File: src/hw/rtl/bmsrx_pkg.sv
// ----------------------------------------------------------------------------
// bmsrx_pkg
// Shared types and constants of the smart battery response frame receiver.
// ----------------------------------------------------------------------------
package bmsrx_pkg;

  localparam logic [7:0] START_BYTE = 8'hDD;
  localparam logic [7:0] STOP_BYTE  = 8'h77;

  // frame verdict codes
  localparam logic [1:0] RES_OK       = 2'd0;
  localparam logic [1:0] RES_BAD_SUM  = 2'd1;
  localparam logic [1:0] RES_BAD_STOP = 2'd2;

  typedef struct packed {
    logic [7:0] device_status;
    logic [7:0] register_code;
    logic [7:0] payload_index;
    logic [7:0] payload_byte;
    logic       frame_end;
    logic [1:0] frame_result;
  } bmsrx_result_t;

endpackage

File: src/hw/rtl/bmsrx_parser.sv
// ----------------------------------------------------------------------------
// bmsrx_parser
// Frame state machine: hunts for the start byte, walks the header, payload,
// checksum and stop byte, keeps the running sum and forms the result item.
// ----------------------------------------------------------------------------
module bmsrx_parser
  import bmsrx_pkg::*;
(
  input  logic          clk,
  input  logic          rst,
  input  logic          consume,
  input  logic [7:0]    rx_byte,
  output logic          res_valid,
  output bmsrx_result_t res
);

  localparam logic [2:0] PH_HUNT    = 3'd0;
  localparam logic [2:0] PH_CODE    = 3'd1;
  localparam logic [2:0] PH_STATUS  = 3'd2;
  localparam logic [2:0] PH_LENGTH  = 3'd3;
  localparam logic [2:0] PH_PAYLOAD = 3'd4;
  localparam logic [2:0] PH_SUM_HI  = 3'd5;
  localparam logic [2:0] PH_SUM_LO  = 3'd6;
  localparam logic [2:0] PH_STOP    = 3'd7;

  logic [2:0]  phase, phase_next;
  logic [15:0] running_sum, running_sum_next;
  logic [7:0]  payload_length, payload_length_next;
  logic [7:0]  byte_count, byte_count_next;
  logic [7:0]  checksum_high, checksum_high_next;
  logic        checksum_bad, checksum_bad_next;
  logic [7:0]  code_held, code_held_next;
  logic [7:0]  status_held, status_held_next;

  logic [15:0] sum_plus;
  logic [15:0] sum_want;
  logic [7:0]  count_inc;

  assign sum_plus  = running_sum + {8'd0, rx_byte};
  assign sum_want  = (~running_sum) + 16'd1;
  assign count_inc = byte_count + 8'd1;

  always_comb begin
    phase_next          = phase;
    running_sum_next    = running_sum;
    payload_length_next = payload_length;
    byte_count_next     = byte_count;
    checksum_high_next  = checksum_high;
    checksum_bad_next   = checksum_bad;
    code_held_next      = code_held;
    status_held_next    = status_held;
    res_valid           = 1'b0;
    res.device_status   = status_held;
    res.register_code   = code_held;
    res.payload_index   = 8'd0;
    res.payload_byte    = 8'd0;
    res.frame_end       = 1'b0;
    res.frame_result    = RES_OK;
    case (phase)
      PH_HUNT: begin
        if (rx_byte == START_BYTE) begin
          running_sum_next  = 16'd0;
          byte_count_next   = 8'd0;
          checksum_bad_next = 1'b0;
          phase_next        = PH_CODE;
        end
      end
      PH_CODE: begin
        code_held_next = rx_byte;
        phase_next     = PH_STATUS;
      end
      PH_STATUS: begin
        status_held_next = rx_byte;
        running_sum_next = sum_plus;
        phase_next       = PH_LENGTH;
      end
      PH_LENGTH: begin
        payload_length_next = rx_byte;
        running_sum_next    = sum_plus;
        byte_count_next     = 8'd0;
        phase_next          = (rx_byte == 8'd0) ? PH_SUM_HI : PH_PAYLOAD;
      end
      PH_PAYLOAD: begin
        running_sum_next  = sum_plus;
        res_valid         = 1'b1;
        res.payload_byte  = rx_byte;
        res.payload_index = byte_count;
        byte_count_next   = count_inc;
        if (count_inc == payload_length) begin
          phase_next = PH_SUM_HI;
        end
      end
      PH_SUM_HI: begin
        checksum_high_next = rx_byte;
        phase_next         = PH_SUM_LO;
      end
      PH_SUM_LO: begin
        checksum_bad_next = ({checksum_high, rx_byte} != sum_want);
        phase_next        = PH_STOP;
      end
      PH_STOP: begin
        res_valid     = 1'b1;
        res.frame_end = 1'b1;
        // a bad stop byte outranks a bad checksum
        if (rx_byte != STOP_BYTE) begin
          res.frame_result = RES_BAD_STOP;
        end else if (checksum_bad) begin
          res.frame_result = RES_BAD_SUM;
        end
        phase_next = PH_HUNT;
      end
      default: begin
        phase_next = PH_HUNT;
      end
    endcase
  end

  always_ff @(posedge clk) begin
    if (rst) begin
      phase          <= PH_HUNT;
      running_sum    <= 16'd0;
      payload_length <= 8'd0;
      byte_count     <= 8'd0;
      checksum_high  <= 8'd0;
      checksum_bad   <= 1'b0;
      code_held      <= 8'd0;
      status_held    <= 8'd0;
    end else if (consume) begin
      phase          <= phase_next;
      running_sum    <= running_sum_next;
      payload_length <= payload_length_next;
      byte_count     <= byte_count_next;
      checksum_high  <= checksum_high_next;
      checksum_bad   <= checksum_bad_next;
      code_held      <= code_held_next;
      status_held    <= status_held_next;
    end
  end

endmodule

File: src/hw/rtl/bmsrx_out_reg.sv
// ----------------------------------------------------------------------------
// bmsrx_out_reg
// Result register that holds an item until the downstream side takes it.
// ----------------------------------------------------------------------------
module bmsrx_out_reg
  import bmsrx_pkg::*;
(
  input  logic          clk,
  input  logic          rst,
  input  logic          advance,
  input  logic          in_valid,
  input  bmsrx_result_t in_res,
  output logic          out_valid,
  output bmsrx_result_t out_res
);

  always_ff @(posedge clk) begin
    if (rst) begin
      out_valid <= 1'b0;
    end else if (advance) begin
      out_valid <= in_valid;
    end
  end

  always_ff @(posedge clk) begin
    if (advance && in_valid) begin
      out_res <= in_res;
    end
  end

endmodule

File: src/hw/rtl/bms_response_frame_receiver.sv
// ----------------------------------------------------------------------------
// bms_response_frame_receiver
// Parses smart battery response frames from a stream of received bytes.
//
// Input channel s_axis: one received serial byte per item.
// Output channel m_axis: one item per payload byte (byte, index, code,
// status) and one closing item per frame with tlast high and the verdict
// in tuser (0 ok, 1 checksum mismatch, 2 bad stop byte).
// Bytes outside a frame, header, checksum bytes produce no item.
// Throughput: one byte per cycle, sustained while m_axis is not stalled.
// Path: a byte taken from s_axis lands in the input register, is parsed
// from there and its item is registered in the output register on m_axis.
// A stalled m_axis holds its item; the input register still takes a byte
// while the result waits, after that s_axis_tready drops until the output
// moves on.
// Reset (rst, synchronous) empties both registers and returns the parser to
// hunting for the start byte with a cleared sum.
// ----------------------------------------------------------------------------
module bms_response_frame_receiver
  import bmsrx_pkg::*;
(
  input  logic        clk,
  input  logic        rst,
  input  logic        s_axis_tvalid,
  output logic        s_axis_tready,
  input  logic [7:0]  s_axis_tdata,   // [7:0] rx_byte
  output logic        m_axis_tvalid,
  input  logic        m_axis_tready,
  output logic [31:0] m_axis_tdata,   // [7:0] payload_byte, [15:8] payload_index,
                                      // [23:16] register_code, [31:24] device_status
  output logic        m_axis_tlast,   // frame_end
  output logic [1:0]  m_axis_tuser    // frame_result
);

  logic          in_valid;
  logic [7:0]    in_byte;
  logic          advance;
  logic          consume;
  logic          res_valid;
  bmsrx_result_t res;
  bmsrx_result_t out_res;

  assign advance       = !m_axis_tvalid || m_axis_tready;
  assign consume       = in_valid && advance;
  assign s_axis_tready = advance || !in_valid;

  always_ff @(posedge clk) begin
    if (rst) begin
      in_valid <= 1'b0;
    end else if (s_axis_tready) begin
      in_valid <= s_axis_tvalid;
    end
  end

  always_ff @(posedge clk) begin
    if (s_axis_tready && s_axis_tvalid) begin
      in_byte <= s_axis_tdata;
    end
  end

  bmsrx_parser u_parser (
    .clk       (clk),
    .rst       (rst),
    .consume   (consume),
    .rx_byte   (in_byte),
    .res_valid (res_valid),
    .res       (res)
  );

  bmsrx_out_reg u_out_reg (
    .clk       (clk),
    .rst       (rst),
    .advance   (advance),
    .in_valid  (consume && res_valid),
    .in_res    (res),
    .out_valid (m_axis_tvalid),
    .out_res   (out_res)
  );

  assign m_axis_tdata = {out_res.device_status, out_res.register_code,
                         out_res.payload_index, out_res.payload_byte};
  assign m_axis_tlast = out_res.frame_end;
  assign m_axis_tuser = out_res.frame_result;

  // a held input byte must not be lost or changed while the output stalls
  a_in_hold: assert property (@(posedge clk) disable iff (rst)
    in_valid && !advance |=> in_valid && $stable(in_byte))
    else $error("input byte dropped during stall");

  // payload items carry no verdict
  a_payload_ok: assert property (@(posedge clk) disable iff (rst)
    m_axis_tvalid && !m_axis_tlast |-> m_axis_tuser == RES_OK)
    else $error("verdict on a payload item");

  // the closing item has zero byte and index
  a_end_zero: assert property (@(posedge clk) disable iff (rst)
    m_axis_tvalid && m_axis_tlast |-> m_axis_tdata[15:0] == 16'd0)
    else $error("nonzero data on frame end item");

  // verdict is one of the three defined codes
  a_res_code: assert property (@(posedge clk) disable iff (rst)
    m_axis_tvalid |-> (m_axis_tuser == RES_OK || m_axis_tuser == RES_BAD_SUM ||
                       m_axis_tuser == RES_BAD_STOP))
    else $error("undefined verdict code");

endmodule
File: config.mk
export PLATFORM = sky130hd
export DESIGN_NAME = bms_response_frame_receiver
export DESIGN_NICKNAME = d
export VERILOG_FILES = /design/src/hw/rtl/bmsrx_pkg.sv /design/src/hw/rtl/bmsrx_parser.sv /design/src/hw/rtl/bmsrx_out_reg.sv /design/src/hw/rtl/bms_response_frame_receiver.sv
export SDC_FILE = /design/constraint.sdc
export NUM_CORES = 1
export LEC_CHECK = 0
export BUFFER_PORTS_ARGS = -buffer_cell sky130_fd_sc_hd__clkbuf_2
export CORE_MARGIN = 1
export CORE_UTILIZATION = 51
export DETAILED_ROUTE_END_ITERATION = 6
export PLACE_DENSITY_LB_ADDON = 0.3
export SLEW_MARGIN = 0
export SYNTH_ARGS = -nofsm -noshare
export SYNTH_HDL_FRONTEND = slang
export SYNTH_SLANG_ARGS = --single-unit
File: constraint.sdc
create_clock -name clk -period 9.7 [get_ports clk]
set_input_delay 2.425 -clock clk [delete_from_list [all_inputs] [get_ports clk]]
set_output_delay 2.425 -clock clk [all_outputs]
set_load 0.01 [all_outputs]
==> results.yml, run 1 <==
synth:
  synth-edff-count: 43
  post_synth_inst_count: 543
  yosys_warnings: 0
  synth_cell_types: 57
  ys_seq_elements: 105
  syn_nets: 570
  ys.flop_type: "dfxtp_1"
  avgSynthCellArea_um2: 9.62
  async_reset_ff_frac: 0
  synth_seq_area_share: 0.485
  netlist_area_um2: 5230
timing:
  clock.fmax_mhz: 186
  tightestPinTransition_ps: 1040
  finalCritPeriodShare: 0.554
  setup_violations: 0
  skew_ps: 21.9
  hold_violations: 0
  fin_crit_ps: 5370
  setup_tns_ps: 0
  slew_headroom: 0.306
  rsz0062_at_grt: "false"
  whs_ps: 444
  slew_viol_final: 0
critical_path:
  cp.arrival_ps: 2950
  cp_max_fo: 3
  cp-start-kind: "input port"
  crit_type: "input port to primary output"
  crit_required_ps: 7280
  endpoint_kind: "primary output"
grt:
  grt_start_max_net_pins: 56
  grt_first_pass_wirelength_um: 18400
  gr-total-overflow: 0
  grtUsageTotal: 0.226
  antenna_found_initial: 0
  grt_pass1_vias: 3767
route:
  via_count: 4129
  drt_first_iter_violations: 229
  remaining_drc_errors: 0
  routedWlPerCell_um: 15.9
  firstDrtPassIters: 7
  postRouteAntennaNets: 0
  routed_wl_um: 11200
  viasPerCell: 5.84
final_layout:
  layout.cells.non_filler: 707
  syn2layout_area_growth_pct: 9.36
  fin_util: 0.579
  fin_nets: 596
  drive_gt1_frac: 0.127
  n_antenna_cell: 0
clock_tree:
  clk_transition_reported_paths_ps: 100
  cts_tree: "yes"
  htreeDepth: 3
  hold_buffers: 0
  clk_path_buf_depth: 2
  cts_sinks: 105
  numCtsBuffers: 9
  worstSkewPairLatency_ps: 390
  cts-resized-gates: 0
  cts_root_buf: "clkbuf_8"
  cts_setup_buffers: 0
placement:
  place.detailed.hpwl_um: 7760
  place.gp.congestion: 0.857
  dp.cells: 691
  io_buffers: 48
floorplan:
  core.rowCount: 36
  num_io_pins: 49
  coreArea_um2: 9860
  start_util: 0.530
  die_w_um: 103
  dieArea_um2: 10700
  die-height_um: 103
run_status:
  status: "finished, final reports clean"
pwr:
  p_leak_nw: 2.24
  power_density_nw_per_um2: 136
  finalPower_w: 0.000775
  ir_drop_mv: 0.0771
min_path:
  min_path_type: "register to register"
flow_run:
  cap_violations: 0
[flip-flops by register name (all words and copies together) (netlist names)]
register                 cells
u_out_reg.out_res           35
u_parser.byte_count          8
in_byte                      8
u_parser.checksum_bad        1
u_parser.phase               3
u_parser.status_held         8
u_parser.payload_length      8
u_parser.running_sum        16
u_parser.code_held           8
in_valid                     1
u_out_reg.out_valid          1
u_parser.checksum_high       8
[path summary, 6_finish.rpt]
kind / start / cells past startpoint / slack, ps / endpoint
worst min register to register: u_parser.status_held[0] / 0 / 440 / u_out_reg.out_res[27]
worst max-delay path: m_axis_tready / 4 / 4330 / s_axis_tready
worst max register to register: u_parser.phase[0] / 8 / 6630 / u_parser.running_sum[7]
worst min-delay path: u_parser.status_held[0] / 0 / 440 / u_out_reg.out_res[27]
[cells by family (layout without fill, tap and decap cells)]
family                     count (synthesis)  count (layout)  synth area share
and+or+nand+nor                          209             209             0.205
AOI/OAI and AO/OA                        108             108             0.133
DFF                                      105             105             0.485
buffers and inverters                     49              80            0.0398
xor gates and xnor gates                  35              35            0.0587
muxes                                     22              22            0.0421
adders and majority gates                 15              15            0.0374
[power breakdown]
part,leakage [nW],internal [W],switching (W)
registers,0.857,0.000460,0.0000119
logic,1.28,0.00000910,0.0000145
clock network,0.106,0.000106,0.000174
[stage by stage]
| step | setup slack, ps | instance area, um2 |
|---|---|---|
| 2_1_floorplan | 4580 | 5230 |
| 3_5_place_dp | 4320 | 5500 |
| 4_1_cts | 4320 | 5710 |
| 6_report | 4330 | 5710 |
| 5_1_grt | 4280 | 5710 |
| 3_3_place_gp | 4380 | 5500 |
[Yosys cell counts, types with 3 or more instances]
| cell type | number | area, um2 |
|---|---|---|
| nand2b_1 | 7 | 43.8 |
| clkbuf_1 | 25 | 93.8 |
| edfxtp_1 | 43 | 1290 |
| or3_1 | 10 | 62.6 |
| o41ai_1 | 4 | 35.0 |
| o21ai_0 | 16 | 80.1 |
| inv_1 | 15 | 56.3 |
| ha_1 | 14 | 175 |
| nand2_1 | 33 | 124 |
| nor4_1 | 13 | 81.3 |
| mux2i_1 | 22 | 220 |
| nand3_1 | 27 | 135 |
| nor2_1 | 56 | 210 |
| o31ai_1 | 5 | 37.5 |
| nor2b_1 | 4 | 25.0 |
| and3_1 | 20 | 125 |
| a22oi_1 | 4 | 30.0 |
| and2_1 | 5 | 31.3 |
| xor2_1 | 9 | 78.8 |
| or4_1 | 9 | 67.6 |
| o21a_1 | 3 | 22.5 |
| nor3_1 | 12 | 60.1 |
| dfxtp_1 | 62 | 1240 |
| nand4_1 | 4 | 25.0 |
| a21o_1 | 8 | 60.1 |
| a21oi_1 | 43 | 215 |
| buf_2 | 4 | 20.0 |
| xnor2_1 | 26 | 228 |
| a211oi_1 | 3 | 22.5 |
| a31oi_1 | 4 | 25.0 |
[critical path: stages]
cell and delay, ps:
clkbuf_2 90, nor2b_1 200, nand2_1 100, clkbuf_2 140
[cell usage in the layout, fill, tap and decap left out, types with 12 or more instances in the layout]
cell type and instances:
nor2_1 56, nand3_1 27, nand2_1 33, inv_1 15, clkbuf_2 48, mux2i_1 22
o21ai_0 16, nor3_1 12, a21oi_1 42, xnor2_1 26, ha_1 14, edfxtp_1 43
dfxtp_1 62, and3_1 20, nor4_1 13
[area by class of cell]
| class | count | area (um2) |
|---|---|---|
| inverters | 15 | 56.3 |
| fillers | 871 | 4150 |
| clock inverters | 7 | 91.3 |
| repair buffers | 49 | 248 |
| well taps | 133 | 166 |
| flip-flops and latches | 105 | 2530 |
| multi-input cells | 389 | 2500 |
| clock buffers | 9 | 124 |
[routing by layer]
metal	GRT usage	vias to the layer above	wire length (um)
met5	0	-	0
met4	0.112	0	290
met3	0.0349	27	814
met2	0.350	168	5120
met1	0.310	1917	5020
li1	-	2017	-
No activity file was read; power rests on OpenSTA's default activity.
==> run 2, diff against run 1 <==
==> constraint.sdc (replaced) <==
create_clock -name clk -period 5 [get_ports clk]
set_input_delay 1.25 -clock clk [delete_from_list [all_inputs] [get_ports clk]]
set_output_delay 1.25 -clock clk [all_outputs]
set_load 0.01 [all_outputs]
==> results.yml, run 2 (synthesis results as in run 1) <==
route:
  viasPerCell: 5.84
  postRouteAntennaNets: 0
  firstDrtPassIters: 4
  routedWlPerCell_um: 16.0
  remaining_drc_errors: 0
  routed_wl_um: 11300
  via_count: 4129
  drt_first_iter_violations: 317
final_layout:
  top_regs: "u_out_reg.out_res: 35 flops, u_parser.running_sum: 16 flops"
  multi_input_area_um2: 2500
  n_antenna_cell: 0
  fin_util: 0.578
  drive_gt1_frac: 0.127
  fin_nets: 596
  syn2layout_area_growth_pct: 9.20
  regArea_um2: 2530
  fillers: 866
  final_cell_mix: "dfxtp_1 (62), nor2_1 (56), clkbuf_2 (48), edfxtp_1 (43), a21oi_1 (42)"
  largest_reg_flops: 35
  regMostFlops: "u_out_reg.out_res"
  layout_commonest_cell: "dfxtp_1"
timing:
  finalCritPeriodShare: 0.624
  clock.fmax_mhz: 320
  setup_violations: 0
  rsz0062_at_grt: "false"
  slew_viol_final: 0
  skew_ps: 15.7
  setup_tns_ps: 0
  tightestPinTransition_ps: 1020
  whs_ps: 446
  fin_crit_ps: 3120
  hold_violations: 0
  slew_headroom: 0.316
critical_path:
  cpMaxStageDelayCell: "nand4b_1"
  cp.arrival_ps: 3430
  worstPathCellList: "clkbuf_2 > nand2b_1 > nand4b_1 > a21oi_4 > nand3_2 > or4_1 > a21oi_1"
  cp-start-kind: "input port"
  critical_path.max_stage_delay_ps: 650
  endpoint_kind: "register"
  crit_required_ps: 5300
  cpLargestDelayFamily: "simple AND/OR/NAND/NOR gates"
  crit_type: "input port to register"
  r2r_slack_ps: 1950
  cp_max_fo: 11
  cp_num_buf_inv: 1
clock_tree:
  htreeDepth: 3
  cts_setup_buffers: 0
  cts_tree: "yes"
  cts_root_buf: "clkbuf_8"
  clk_path_buf_depth: 2
  hold_buffers: 0
  numCtsBuffers: 9
  cts_sinks: 105
  clk_transition_reported_paths_ps: 110
  cts-resized-gates: 0
  worstSkewPairLatency_ps: 370
pwr:
  ir_drop_mv: 0.176
  power_density_nw_per_um2: 261
  p_leak_nw: 2.24
  finalPower_w: 0.00149
floorplan:
  core.rowCount: 36
  die-height_um: 103
  start_util: 0.530
  dieArea_um2: 10700
  num_io_pins: 49
  coreArea_um2: 9860
  die_w_um: 103
grt:
  antenna_found_initial: 0
  grt_pass1_vias: 3804
  grtUsageTotal: 0.227
  grt_start_max_net_pins: 46
  gr-total-overflow: 0
  grt_first_pass_wirelength_um: 18700
placement:
  place.detailed.hpwl_um: 7870
  place.gp.congestion: 0.862
  io_buffers: 48
flow_run:
  cap_violations: 0
run_status:
  status: "finished, final reports clean"
min_path:
  min_path_type: "register to register"
[run 2: cell types whose count changed in the layout (fill, tap and decap cells not counted), sizes merged]
| cell | delta |
|---|---|
| inv | -1 |
| clkinvlp | +1 |
[run 2: final timing paths]
check | from | to | depth (start not counted)
hold / removal | u_parser.code_held[0] | u_out_reg.out_res[19] | 0
setup / recovery | m_axis_tready | u_parser.running_sum[15] | 7
setup reg to reg | u_parser.phase[0] | u_parser.running_sum[7] | 8
hold reg to reg | u_parser.code_held[0] | u_out_reg.out_res[19] | 0
[run 2: through the flow]
stage          worst slack (ps)  std cells  cell area, um2
2_1_floorplan              1310        543            5230
3_3_place_gp               1600        691            5500
3_5_place_dp               1540        691            5500
4_1_cts                    1920        707            5710
5_1_grt                    1700        707            5710
6_report                   1880        707            5710
[run 2: area by class of cell]
| type | instances | share of cell area |
|---|---|---|
| Sequential cell | 105 | 0.444 |
| Timing Repair Buffer | 49 | 0.0434 |
| Clock inverter | 7 | 0.0145 |
| Tap cell | 133 | 0.0292 |
| Inverter | 15 | 0.00987 |
| Clock buffer | 9 | 0.0217 |
| Multi-Input combinational cell | 389 | 0.437 |
[run 2: power breakdown]
part | switching [W] | internal [W]
Combinational | 0.0000293 | 0.0000178
Clock | 0.000325 | 0.000201
Sequential | 0.0000237 | 0.000891
Total | 0.000378 | 0.00111
[run 2: metal layers]
layer,global-route usage,share of wire
met3,0.0423,0.059
met4,0.0899,0.023
met5,0,0
met1,0.302,0.45
met2,0.368,0.47
